===== config.mk =====
export PLATFORM = sky130hd
export DESIGN_NAME = lifo_stack_with_search_flat
export DESIGN_NICKNAME = d
export VERILOG_FILES = /design/src/lss_pkg.sv /design/src/lss_intf.sv /design/src/lss_cell.sv /design/src/lifo_stack_with_search.sv /design/src/flat_wrapper.sv
export SDC_FILE = /design/constraint.sdc
export NUM_CORES = 1
export LEC_CHECK = 0
export BUFFER_PORTS_ARGS = -buffer_cell sky130_fd_sc_hd__buf_2
export CORE_MARGIN = 3
export CORE_UTILIZATION = 50
export CTS_CLUSTER_DIAMETER = 100
export DETAILED_ROUTE_END_ITERATION = 12
export PLACE_DENSITY = 0.7
export SETUP_SLACK_MARGIN = 0.1
export SLEW_MARGIN = 20
export SYNTH_ARGS = -nofsm -noshare
export SYNTH_HDL_FRONTEND = slang
export SYNTH_SLANG_ARGS = --single-unit

===== constraint.sdc =====
create_clock -name clk_i -period 13.5 [get_ports clk_i]
set_input_delay 2.025 -clock clk_i [delete_from_list [all_inputs] [get_ports clk_i]]
set_output_delay 2.025 -clock clk_i [all_outputs]
set_load 0.05 [all_outputs]

===== src/lss_pkg.sv =====
// Shared types and constants of the LIFO stack with search.
package lss_pkg;

  localparam int unsigned DefDepth = 8;   // default number of stack cells
  localparam int unsigned DataW    = 32;  // width of one stacked word
  localparam int unsigned ReqW     = 2;
  localparam int unsigned StatusW  = 2;
  localparam int unsigned OutW     = 4;   // width of position and count fields

  // request codes
  localparam logic [ReqW-1:0] REQ_PUSH   = 2'd0;
  localparam logic [ReqW-1:0] REQ_POP    = 2'd1;
  localparam logic [ReqW-1:0] REQ_SEARCH = 2'd2;

  // status codes
  localparam logic [StatusW-1:0] ST_OK        = 2'd0;
  localparam logic [StatusW-1:0] ST_FULL      = 2'd1;
  localparam logic [StatusW-1:0] ST_EMPTY     = 2'd2;
  localparam logic [StatusW-1:0] ST_NOT_FOUND = 2'd3;

  // per-cycle command to every cell of the chain
  typedef struct packed {
    logic push;   // take word from the neighbor above (toward the top)
    logic pop;    // take word from the neighbor below
    logic load;   // capture compare result into the hit flag
    logic shift;  // move hit flags one cell toward the bottom end
  } cell_ctrl_t;

endpackage


===== src/lss_intf.sv =====
// Request and response channel interfaces.
interface lss_req_if;
  logic                        valid;
  logic                        ready;
  logic [lss_pkg::ReqW-1:0]    req_type;
  logic [lss_pkg::DataW-1:0]   value;

  modport source (output valid, output req_type, output value, input ready);
  modport sink   (input valid, input req_type, input value, output ready);
endinterface

interface lss_rsp_if;
  logic                         valid;
  logic                         ready;
  logic [lss_pkg::StatusW-1:0]  status;
  logic [lss_pkg::DataW-1:0]    data;
  logic [lss_pkg::OutW-1:0]     position;
  logic [lss_pkg::OutW-1:0]     count;

  modport source (output valid, output status, output data, output position,
                  output count, input ready);
  modport sink   (input valid, input status, input data, input position,
                  input count, output ready);
endinterface


===== src/lss_cell.sv =====
// One stack cell: a stored word plus a search hit flag.
module lss_cell (
  input  logic                       clk_i,
  input  logic                       rst_ni,
  input  lss_pkg::cell_ctrl_t        ctrl_i,
  input  logic [lss_pkg::DataW-1:0]  key_i,
  input  logic [lss_pkg::DataW-1:0]  up_data_i,
  input  logic [lss_pkg::DataW-1:0]  dn_data_i,
  input  logic                       hit_i,
  input  logic                       in_range_i,
  output logic [lss_pkg::DataW-1:0]  data_o,
  output logic                       hit_o
);

  logic [lss_pkg::DataW-1:0] data_q, data_d;
  logic                      hit_q, hit_d;

  always_comb begin
    data_d = data_q;
    if (ctrl_i.push) begin
      data_d = up_data_i;
    end else if (ctrl_i.pop) begin
      data_d = dn_data_i;
    end
  end

  always_comb begin
    hit_d = hit_q;
    if (ctrl_i.load) begin
      hit_d = in_range_i && (data_q == key_i);
    end else if (ctrl_i.shift) begin
      hit_d = hit_i;
    end
  end

  always_ff @(posedge clk_i) begin
    data_q <= data_d;
  end

  always_ff @(posedge clk_i or negedge rst_ni) begin
    if (!rst_ni) begin
      hit_q <= 1'b0;
    end else begin
      hit_q <= hit_d;
    end
  end

  assign data_o = data_q;
  assign hit_o  = hit_q;

endmodule


===== src/lifo_stack_with_search.sv =====
// Top level: LIFO stack of words built as a shifting chain of cells, with search.
// Usage:
//   req_i (sink): one item per request, req_type 0 push, 1 pop, 2 search,
//     value is the word to push or the key to look for.
//   rsp_o (source): exactly one item per request with status, popped data,
//     1-based match position from the bottom, and the entry count afterward.
// Timing:
//   Push, pop and unused codes finish in the cycle they are accepted; the
//   result shows on rsp_o in the next cycle and, while rsp_o takes it, a new
//   request can be taken then, so these run at one item per cycle.
//   A search on a non-empty stack loads the hit flags in its accept cycle,
//   then walks them along the chain one cell per cycle from the deepest cell
//   and stops at the first hit or after the last step. No request is
//   accepted during the walk.
// Reset: rst_ni clears the count, the scan state and the output valid flag.
// Stall:
//   The result sits in an output register; a request is still accepted while
//   that register drains in the same cycle. If rsp_o stays stalled, req_i
//   ready drops and a finished search waits in place.
module lifo_stack_with_search #(
  parameter int unsigned DEPTH = lss_pkg::DefDepth
) (
  input  logic           clk_i,
  input  logic           rst_ni,
  lss_req_if.sink        req_i,
  lss_rsp_if.source      rsp_o
);

  localparam int unsigned CW = $clog2(DEPTH + 1);            // count width
  localparam int unsigned JW = (DEPTH > 1) ? $clog2(DEPTH) : 1;  // scan step width
  localparam logic [CW-1:0] DepthC = CW'(DEPTH);
  localparam logic [JW-1:0] LastStep = JW'(DEPTH - 1);

  // scan sequencer states
  localparam logic ST_IDLE = 1'b0;
  localparam logic ST_SCAN = 1'b1;

  logic state_q, state_d;
  logic [CW-1:0] count_q, count_d;
  logic [JW-1:0] step_q, step_d;

  // output register
  logic                          out_valid_q;
  logic [lss_pkg::StatusW-1:0]   out_status_q, out_status_d;
  logic [lss_pkg::DataW-1:0]     out_data_q, out_data_d;
  logic [CW-1:0]                 out_pos_q, out_pos_d;
  logic [CW-1:0]                 out_count_q, out_count_d;
  logic                          out_load;
  logic                          out_free;

  // cell chain
  lss_pkg::cell_ctrl_t           ctrl;
  logic [lss_pkg::DataW-1:0]     cell_data [DEPTH];
  logic                          cell_hit  [DEPTH];
  logic                          tail_hit;
  logic [CW-1:0]                 scan_pos;

  logic in_fire;

  assign out_free    = !out_valid_q || rsp_o.ready;
  assign req_i.ready = (state_q == ST_IDLE) && out_free;
  assign in_fire     = req_i.valid && req_i.ready;
  assign tail_hit    = cell_hit[DEPTH-1];

  // hit in the deepest cell after step shifts came from cell DEPTH-1-step,
  // which is position count - (DEPTH-1-step) from the bottom
  assign scan_pos = count_q + CW'(step_q) + CW'(1) - DepthC;

  generate
    for (genvar i = 0; i < DEPTH; i++) begin : g_cell
      logic [lss_pkg::DataW-1:0] up_data;
      logic [lss_pkg::DataW-1:0] dn_data;
      logic                      hit_in;
      logic                      in_range;

      if (i == 0) begin : g_top
        assign up_data = req_i.value;
        assign hit_in  = 1'b0;
      end else begin : g_mid
        assign up_data = cell_data[i-1];
        assign hit_in  = cell_hit[i-1];
      end

      if (i == DEPTH - 1) begin : g_bot
        assign dn_data = '0;
      end else begin : g_nbot
        assign dn_data = cell_data[i+1];
      end

      // cell 0 is the top; cell i is occupied while i < count
      assign in_range = (CW'(i) < count_q);

      lss_cell u_cell (
        .clk_i      (clk_i),
        .rst_ni     (rst_ni),
        .ctrl_i     (ctrl),
        .key_i      (req_i.value),
        .up_data_i  (up_data),
        .dn_data_i  (dn_data),
        .hit_i      (hit_in),
        .in_range_i (in_range),
        .data_o     (cell_data[i]),
        .hit_o      (cell_hit[i])
      );
    end
  endgenerate

  // request decode and scan sequencer
  always_comb begin
    state_d      = state_q;
    count_d      = count_q;
    step_d       = step_q;
    ctrl         = '0;
    out_load     = 1'b0;
    out_status_d = lss_pkg::ST_OK;
    out_data_d   = '0;
    out_pos_d    = '0;
    out_count_d  = count_q;

    unique case (state_q)
      ST_IDLE: begin
        if (in_fire) begin
          unique case (req_i.req_type)
            lss_pkg::REQ_PUSH: begin
              out_load = 1'b1;
              if (count_q >= DepthC) begin
                out_status_d = lss_pkg::ST_FULL;
              end else begin
                ctrl.push   = 1'b1;
                count_d     = count_q + CW'(1);
                out_count_d = count_q + CW'(1);
              end
            end
            lss_pkg::REQ_POP: begin
              out_load = 1'b1;
              if (count_q == '0) begin
                out_status_d = lss_pkg::ST_EMPTY;
              end else begin
                ctrl.pop    = 1'b1;
                out_data_d  = cell_data[0];
                count_d     = count_q - CW'(1);
                out_count_d = count_q - CW'(1);
              end
            end
            lss_pkg::REQ_SEARCH: begin
              if (count_q == '0) begin
                out_load     = 1'b1;
                out_status_d = lss_pkg::ST_NOT_FOUND;
              end else begin
                ctrl.load = 1'b1;
                step_d    = '0;
                state_d   = ST_SCAN;
              end
            end
            default: begin
              // unused code: no change, plain ok result
              out_load = 1'b1;
            end
          endcase
        end
      end
      ST_SCAN: begin
        if (tail_hit || (step_q == LastStep)) begin
          if (out_free) begin
            out_load = 1'b1;
            state_d  = ST_IDLE;
            if (tail_hit) begin
              out_pos_d = scan_pos;
            end else begin
              out_status_d = lss_pkg::ST_NOT_FOUND;
            end
          end
        end else begin
          ctrl.shift = 1'b1;
          step_d     = step_q + JW'(1);
        end
      end
      default: begin
        state_d = ST_IDLE;
      end
    endcase
  end

  always_ff @(posedge clk_i or negedge rst_ni) begin
    if (!rst_ni) begin
      state_q     <= ST_IDLE;
      count_q     <= '0;
      step_q      <= '0;
      out_valid_q <= 1'b0;
    end else begin
      state_q <= state_d;
      count_q <= count_d;
      step_q  <= step_d;
      if (out_load) begin
        out_valid_q <= 1'b1;
      end else if (rsp_o.ready) begin
        out_valid_q <= 1'b0;
      end
    end
  end

  always_ff @(posedge clk_i) begin
    if (out_load) begin
      out_status_q <= out_status_d;
      out_data_q   <= out_data_d;
      out_pos_q    <= out_pos_d;
      out_count_q  <= out_count_d;
    end
  end

  // position and count leave as their low four bits
  logic [CW+lss_pkg::OutW-1:0] pos_ext;
  logic [CW+lss_pkg::OutW-1:0] count_ext;
  assign pos_ext   = {{lss_pkg::OutW{1'b0}}, out_pos_q};
  assign count_ext = {{lss_pkg::OutW{1'b0}}, out_count_q};

  assign rsp_o.valid    = out_valid_q;
  assign rsp_o.status   = out_status_q;
  assign rsp_o.data     = out_data_q;
  assign rsp_o.position = pos_ext[lss_pkg::OutW-1:0];
  assign rsp_o.count    = count_ext[lss_pkg::OutW-1:0];

endmodule

===== src/flat_wrapper.sv =====
// flat-port wrapper written by rule: the top's interface ports become plain ports
module lifo_stack_with_search_flat 
#(
  parameter int unsigned DEPTH = lss_pkg::DefDepth
)
  (clk_i, rst_ni, req_i_valid, req_i_req_type, req_i_value, req_i_ready, rsp_o_valid, rsp_o_status, rsp_o_data, rsp_o_position, rsp_o_count, rsp_o_ready);
  lss_req_if req_i_i ();
  lss_rsp_if rsp_o_i ();
  input  logic clk_i;
  input  logic rst_ni;
  input wire logic [$bits(req_i_i.valid)-1:0] req_i_valid;
  input wire logic [$bits(req_i_i.req_type)-1:0] req_i_req_type;
  input wire logic [$bits(req_i_i.value)-1:0] req_i_value;
  output wire logic [$bits(req_i_i.ready)-1:0] req_i_ready;
  output wire logic [$bits(rsp_o_i.valid)-1:0] rsp_o_valid;
  output wire logic [$bits(rsp_o_i.status)-1:0] rsp_o_status;
  output wire logic [$bits(rsp_o_i.data)-1:0] rsp_o_data;
  output wire logic [$bits(rsp_o_i.position)-1:0] rsp_o_position;
  output wire logic [$bits(rsp_o_i.count)-1:0] rsp_o_count;
  input wire logic [$bits(rsp_o_i.ready)-1:0] rsp_o_ready;
  assign req_i_i.valid = req_i_valid;
  assign req_i_i.req_type = req_i_req_type;
  assign req_i_i.value = req_i_value;
  assign req_i_ready = req_i_i.ready;
  assign rsp_o_valid = rsp_o_i.valid;
  assign rsp_o_status = rsp_o_i.status;
  assign rsp_o_data = rsp_o_i.data;
  assign rsp_o_position = rsp_o_i.position;
  assign rsp_o_count = rsp_o_i.count;
  assign rsp_o_i.ready = rsp_o_ready;
  lifo_stack_with_search #(.DEPTH(DEPTH)) u_core (.clk_i(clk_i), .rst_ni(rst_ni), .req_i(req_i_i), .rsp_o(rsp_o_i));
endmodule

==> flow_summary_export.csv, run 1 <==
group,metric,value,unit
cts,clock_sinks,315,
final_layout,area_delta_synth_final,10.6,%
grt,grt_pass1_vias,9427,
cts,clk_pin_slew,0.06,ns
cts,root_buffer,"clkbuf_16",
detailed_routing,vias_per_cell,5.96,
synth,yosysSeqAreaShare,58.0,%
placement,post-place-ws,7.57,ns
synth,synth_ff_type,"edfxtp_1",
run,max_cap_viol_count,0,
timing,worst_slew_pin_slew,1.11,ns
synth,ys_ff_latch,315,
detailed_routing,top_layer,"met5",
timing,fin_crit_sh,38.8,%
power,seqPwrFrac,46.2,%
power,p_switching,0.000967,W
timing,maxSlewHeadroom,25.6,%
grt,grt.overflow.total,0,
grt,grt_pass1_wl,60.3,mm
power,clockPowerShare,30.4,%
power,p_leak,6.27,nW
detailed_routing,wl_met3,3.31,mm
power,p_per_area,168,nW/µm²
die,row_count,65,
timing,hold_viol,0,
die,ioPinCount,82,
synth,syn_area,16200,µm²
critical_path,crit_top_cell,"buf_4",
power,p_sw_share,32.3,%
critical_path,regToRegStartpoint,"u_core.rsp_o.valid$_DFFE_PN0P_",
critical_path,critPathSlowestCell,"buf_4",
die,dieArea,34500,µm²
cts,cts_tree,"yes",
cts,ctsResizeCount,0,
die,die_h,186,µm
critical_path,crit_path_end_kind,"flop",
grt,grt_max_degree,86,
synth,synth_cell_types,42,
synth,synthArstFlopShare,5.40,%
grt,track_usage,23.7,%
detailed_routing,firstDrtPassIters,7,
critical_path,crit_type,"in2reg",
cts,cts_hold_buf,0,
cts,htreeDepth,2,
worst_hold_path,hp-class,"reg2reg",
cts,cts_setup_buffers,0,
grt,antenna_found_initial,4,
placement,gp_congestion,0.991,
critical_path,max_stage_delay,0.74,ns
cts,cts_buffers,36,
synth,syn_inst,1118,
die,die_w,186,µm
timing,period_minus_slack,5.24,ns
timing,setup_slack,8.26,ns
detailed_routing,routed_wl,41.2,mm
power,p_comb_share,23.4,%
critical_path,cpLargestDelayFamily,"buffers and inverters",
final_layout,layout-drive-gt1-share,29.1,%
critical_path,worst-path-buf-inv,4,
synth,syn-num-nets,1165,
critical_path,crit_required,13.77,ns
timing,setup_tns,0,ns
timing,fmaxAchievable,191,MHz
synth,synth_edf_count,298,
outcome,outcome,"completed",
critical_path,crit_start,"rsp_o_ready",
synth,postSynthAreaPerCell,14.5,µm²
placement,dp_hpwl,29.1,mm
timing,fin_worst_skew,0.0165,ns
die,core_area,31700,µm²
placement,numPortBuffers,81,
final_layout,nets,1223,
timing,rsz0062_at_grt,"false",
timing,finalMaxSlewViolations,0,
cts,cts_buffer_depth,3,
power,ir_drop,0.134,mV
detailed_routing,wl_met2,18.2,mm
die,start_util,50.9,%
detailed_routing,vias,9576,
detailed_routing,drt-met1-wl,17.7,mm
detailed_routing,postRouteAntennaNets,0,
critical_path,path_max_fanout,85,
synth,synth_warnings,0,
critical_path,cp.arrival,5.50,ns
critical_path,start_kind,"input pin",
cts,clk_latency,0.52,ns
power,p_int,0.00203,W
timing,setup_viol,0,
detailed_routing,drtIter0Drc,940,
detailed_routing,drc,0,
detailed_routing,wire_per_inst,25.6,µm
worst_hold_path,min_from,"u_core.step_q[0]$_DFFE_PN0P_",
critical_path,crit_path_cell_trace,"buf_2, nor2b_1, nor4b_4, buf_4, nand2_8, buf_6, buf_4, mux2_2",
-- layer usage --
layer	track usage, %	vias up
li1	-	4272
met1	32.7	4828
met2	35.1	381
met3	6.20	93
met4	11.1	2
met5	0	-
-- Yosys cell counts (8+ instances only) --
library cell / count / area [µm²]
edfxtp_1: 298 / 8950
mux2_2: 205 / 2310
xnor2_1: 143 / 1250
xor2_1: 117 / 1020
nand4_1: 46 / 288
and3_1: 33 / 206
nor4_1: 33 / 206
and2_1: 32 / 200
clkbuf_1: 29 / 109
buf_2: 25 / 125
mux2_1: 19 / 214
dfrtp_1: 17 / 425
buf_6: 13 / 146
nand2_1: 10 / 37.5
nor3_1: 10 / 50.1
a21oi_1: 9 / 45.0
nand3_1: 9 / 45.0
ha_1: 8 / 100
inv_1: 8 / 30.0
mux2i_1: 8 / 80.1
nor2_1: 8 / 30.0
o21ai_0: 8 / 40.0
-- stage by stage --
step                      total power, W  utilization, %  std cells  instance area, µm²  hold slack, ns
final                            0.00299            56.3       1608               17900           0.513
after global routing             0.00311            56.3       1605               17900           0.542
after CTS                        0.00301            56.3       1605               17900           0.513
after detailed placement         0.00210            52.9       1540               16800           0.508
after global placement           0.00208            52.9       1540               16800           0.507
after floorplan                  0.00191               -       1118               16200           0.478
-- placed cells by master (no fill, tap or decap), types with 4 or more instances in the layout --
cell type  instances
clkbuf_16         37
o21ai_0            8
mux2i_1            8
xor2_1           117
nor3_1            10
buf_4              9
clkbuf_1          11
nand3_1            9
xnor2_1          143
ha_1               8
mux2_2           205
nor4_1            33
edfxtp_1         298
dfrtp_1           17
clkinv_1           7
o22ai_1            7
nand2_1           10
buf_2             81
nand4_1           46
and3_1            33
nor2_1             6
clkbuf_8           4
clkinv_2           4
and2_1            32
a21oi_1            7
mux2_1            19
inv_1              8
-- kinds of logic after synthesis --
group / after synthesis / synth area share [%]
flops: 315 / 58.0
xor+xnor: 260 / 14.1
mux: 232 / 16.1
fa+ha+maj: 9 / 0.744
compound gates: 32 / 1.19
simple gates: 191 / 7.13
buf+inv: 79 / 2.70
-- state kept, by name (all words and copies together), names as in the netlist --
register / cells
u_core.count_q: 4
u_core.g_cell.u_cell.data_o: 256
u_core.g_cell.u_cell.hit_o: 8
u_core.rsp_o.count: 4
u_core.rsp_o.data: 32
u_core.rsp_o.position: 4
u_core.rsp_o.status: 2
u_core.rsp_o.valid: 1
u_core.state_q: 1
u_core.step_q: 3
-- final timing paths --
kind | end | slack (ns) | cells past startpoint
max in group asynchronous | u_core.count_q[2]$_DFF_PN0_ | 11.77 | 1
min in group asynchronous | u_core.g_cell[0].u_cell.hit_o$_DFFE_PN0P_ | 1.44 | 1
min reg2reg | u_core.step_q[0]$_DFFE_PN0P_ | 0.51 | 1
max | u_core.g_cell[6].u_cell.data_o[11]$_DFFE_PP_ | 8.26 | 8
min | u_core.step_q[0]$_DFFE_PN0P_ | 0.51 | 1
max reg2reg | u_core.g_cell[6].u_cell.data_o[11]$_DFFE_PP_ | 9.49 | 7
-- final cells by class --
type | instances | area (µm²)
Fill cell | 2640 | 13800
Clock buffer | 52 | 1020
Antenna cell | 3 | 7.51
Clock inverter | 13 | 63.8
Multi-Input combinational cell | 724 | 6390
Inverter | 8 | 30.0
Sequential cell | 315 | 9370
Timing Repair Buffer | 91 | 484
Tap cell | 402 | 503
-- worst register-to-register path, delay by kind of cell, from the launching register on --
| kind | cells | cell delay [ns] |
|---|---|---|
| muxes | 1 | 0.48 |
| and+or+nand+nor | 3 | 1.06 |
| buffers and inverters | 3 | 1.87 |
| DFF | 1 | 0.36 |
-- power by group through the flow --
stage	Sequential (W)	Clock, W	Combinational, W
3_3_place_gp	0.00140	0	0.000686
6_report	0.00138	0.000910	0.000700
2_1_floorplan	0.00152	0	0.000386
3_5_place_dp	0.00140	0	0.000695
5_1_grt	0.00140	0.000967	0.000744
4_1_cts	0.00138	0.000927	0.000699
Note: power is estimated with default switching activity, not from simulation.
==> run 2: changes to the inputs <==
Settings changed: ABC_AREA set to 1.
Clock period 13.5 ns to 4.6 ns, I/O delays scaled along.
==> run 2 against run 1 <==
  * Critical path depth fell by 1
  * Non-clock buffer count rose by 1
  * Hold slack got worse by 0.45 ns
==> flow_summary_export.csv, run 2 <==
group,metric,value,unit
die,die_w,192,µm
grt,grt_pass1_wl,81.2,mm
grt,grt_max_degree,124,
synth,synth.top_cells.by_count,"nand2_1 (804), edfxtp_1 (298), inv_1 (292), nor2_1 (189), o21ai_0 (139)",
grt,antenna_found_initial,1,
die,core_area,33900,µm²
synth,synth_ff_type,"edfxtp_1",
cts,cts_setup_buffers,0,
die,ioPinCount,82,
timing,hold_viol,0,
placement,dp_hpwl,40.8,mm
final_layout,largest_reg_flops,256,
timing,maxSlewHeadroom,29.4,%
cts,cts_tree,"yes",
final_layout,most-common-layout-cells,"nand2_1 (803), edfxtp_1 (298), inv_1 (292)",
synth,yosys.area.top_type,"edfxtp_1",
power,clockPowerShare,31.6,%
synth,synth_top_area_share,51.6,%
critical_path,path_max_fanout,123,
power,ir_drop,0.342,mV
synth,syn_area,17300,µm²
power,p_switching,0.00325,W
power,p_per_area,490,nW/µm²
detailed_routing,routed_wl,54.4,mm
timing,period_minus_slack,2.97,ns
critical_path,worstRegToRegCells,7,
synth,synthXorXnorAreaFrac,4.24,%
timing,fin_worst_skew,0.0229,ns
power,p_sw_share,34.5,%
synth,synth.most_common_cell,"nand2_1",
cts,clock_sinks,315,
synth,synth_top_family_by_area,"simple AND/OR/NAND/NOR gates",
synth,synth-compound-area-share,7.87,%
power,p_leak,8.82,nW
detailed_routing,vias,14500,
outcome,outcome,"completed",
placement,numPortBuffers,81,
cts,cts_buffers,37,
final_layout,antenna_cells,0,
cts,cts_buffer_depth,3,
critical_path,crit_type,"reg2reg",
cts,ctsResizeCount,0,
grt,track_usage,29.7,%
synth,ys_ff_latch,315,
power,p_int,0.00615,W
placement,dp_cells,2564,
synth,syn_inst,2111,
placement,gp_congestion,0.967,
synth,synthAdderAreaFrac,0.693,%
grt,grt_pass1_vias,13200,
synth,synthArstFlopShare,5.40,%
synth,postSynthAreaPerCell,8.21,µm²
final_layout,layout-drive-gt1-share,7.56,%
die,row_count,67,
detailed_routing,postRouteAntennaNets,0,
synth,ys_top_cells_by_area,"edfxtp_1 (52%), nand2_1 (17%), inv_1 (6.3%), nor2_1 (4.1%), o21ai_0 (4.0%)",
timing,fmaxAchievable,336,MHz
die,start_util,51.2,%
cts,clk_pin_slew,0.06,ns
synth,syn-num-nets,2158,
detailed_routing,wire_per_inst,20.7,µm
critical_path,start_kind,"flop",
detailed_routing,vias_per_cell,5.51,
timing,setup_tns,0,ns
cts,cts_hold_buf,0,
grt,grt.overflow.total,0,
final_layout,nets,2202,
power,p_comb_share,25.0,%
synth,synth_edf_count,298,
synth,synthSimpleGateAreaFrac,23.7,%
timing,worst_slew_pin_slew,1.06,ns
critical_path,crit_path_end_kind,"flop",
final_layout,n_fill_cell,3093,
die,dieArea,36900,µm²
synth,yosysSeqAreaShare,54.1,%
synth,synth_cell_types,37,
detailed_routing,drc,0,
final_layout,area_delta_synth_final,10.6,%
cts,htreeDepth,2,
run,max_cap_viol_count,0,
die,die_h,192,µm
critical_path,crit_required,4.87,ns
timing,finalMaxSlewViolations,0,
final_layout,multiInputGateArea,6370,µm²
timing,setup_viol,0,
timing,rsz0062_at_grt,"false",
final_layout,final_common_cell,"nand2_1",
worst_hold_path,hp-class,"in2async",
detailed_routing,firstDrtPassIters,6,
cts,root_buffer,"clkbuf_16",
timing,fin_crit_sh,64.6,%
detailed_routing,drtIter0Drc,2193,
critical_path,cp.arrival,3.24,ns
synth,synth.mux.area_fraction,0,%
power,seqPwrFrac,43.4,%
cts,clk_latency,0.54,ns
final_layout,instances_no_fill,2631,
final_layout,regArea,9370,µm²
synth,synth_warnings,0,
-- run 2: changes by cell type after synthesis, moves of 33 or more --
cell     delta
nand2_1   +794
inv_1     +284
mux2_2    -205
nor2_1    +181
o21ai_0   +131
o21ai_1    +96
xor2_1     -96
xnor2_1    -80
buf_2      +39
and3_1     -33
nor4_1     -33
-- run 2: cells by family (layout without fill, tap and decap cells) --
family	count (synthesis)	in the layout
AO/OA/AOI/OAI	262	262
XOR/XNOR	84	84
adder cells (fa/ha/maj)	9	9
buffers and inverters	388	460
flip-flops	315	315
AND/OR/NAND/NOR	1053	1053
-- run 2: power by group through the flow --
stage	logic (W)	registers, W	clock network, W
floorplan	0.00129	0.00444	0
global placement	0.00228	0.00411	0
detailed placement	0.00232	0.00412	0
CTS	0.00233	0.00407	0.00300
global route	0.00258	0.00412	0.00312
finish	0.00235	0.00408	0.00297
-- run 2: critical path, cell delays in order (launching register included) --
cell	delay (ns)
dfrtp_1	0.43
inv_2	0.13
nand3_4	0.16
inv_2	0.16
nand2_8	0.40
inv_2	0.83
buf_4	0.40
o21ai_0	0.15
-- run 2: layout make-up --
type | count | share of cell area [%]
sequential | 315 | 48.9
multi-input combinational | 1408 | 33.2
inverter | 301 | 5.92
clock buffer | 50 | 5.52
tap | 448 | 2.92
timing repair buffer | 92 | 2.68
clock inverter | 17 | 0.829
-- run 2: final timing paths --
check	slack [ns]	to	from
setup / recovery	1.63	u_core.g_cell[3].u_cell.data_o[11]$_DFFE_PP_	u_core.state_q$_DFF_PN0_
hold / removal	0.07	u_core.count_q[3]$_DFF_PN0_	rst_ni
setup reg to reg	1.63	u_core.g_cell[3].u_cell.data_o[11]$_DFFE_PP_	u_core.state_q$_DFF_PN0_
hold reg to reg	0.49	u_core.g_cell[0].u_cell.hit_o$_DFFE_PN0P_	u_core.g_cell[0].u_cell.hit_o$_DFFE_PN0P_
max in group asynchronous	4.23	u_core.rsp_o.valid$_DFFE_PN0P_	rst_ni
min in group clk_i	0.49	u_core.g_cell[0].u_cell.hit_o$_DFFE_PN0P_	u_core.g_cell[0].u_cell.hit_o$_DFFE_PN0P_
-- run 2: stage by stage --
stage               hold slack (ns)  total power, W  worst slack (ns)  util (%)  cell area (µm²)
CTS                          0.0654         0.00940              1.70      56.6            19200
global placement              0.471         0.00639              1.42      53.0            18000
finish                       0.0670         0.00940              1.63      56.6            19200
floorplan                     0.394         0.00573             0.975         -            17300
detailed placement            0.467         0.00644              1.33      53.0            18000
global route                 0.0963         0.00982              1.49      56.6            19200
-- run 2: layer usage --
metal,up-vias,share of wire [%],global-route usage (%)
li1,6752,-,-
met1,6765,42,43.2
met2,863,43,45.0
met3,111,11,4.96
met4,2,4.1,10.8
met5,-,0.024,0
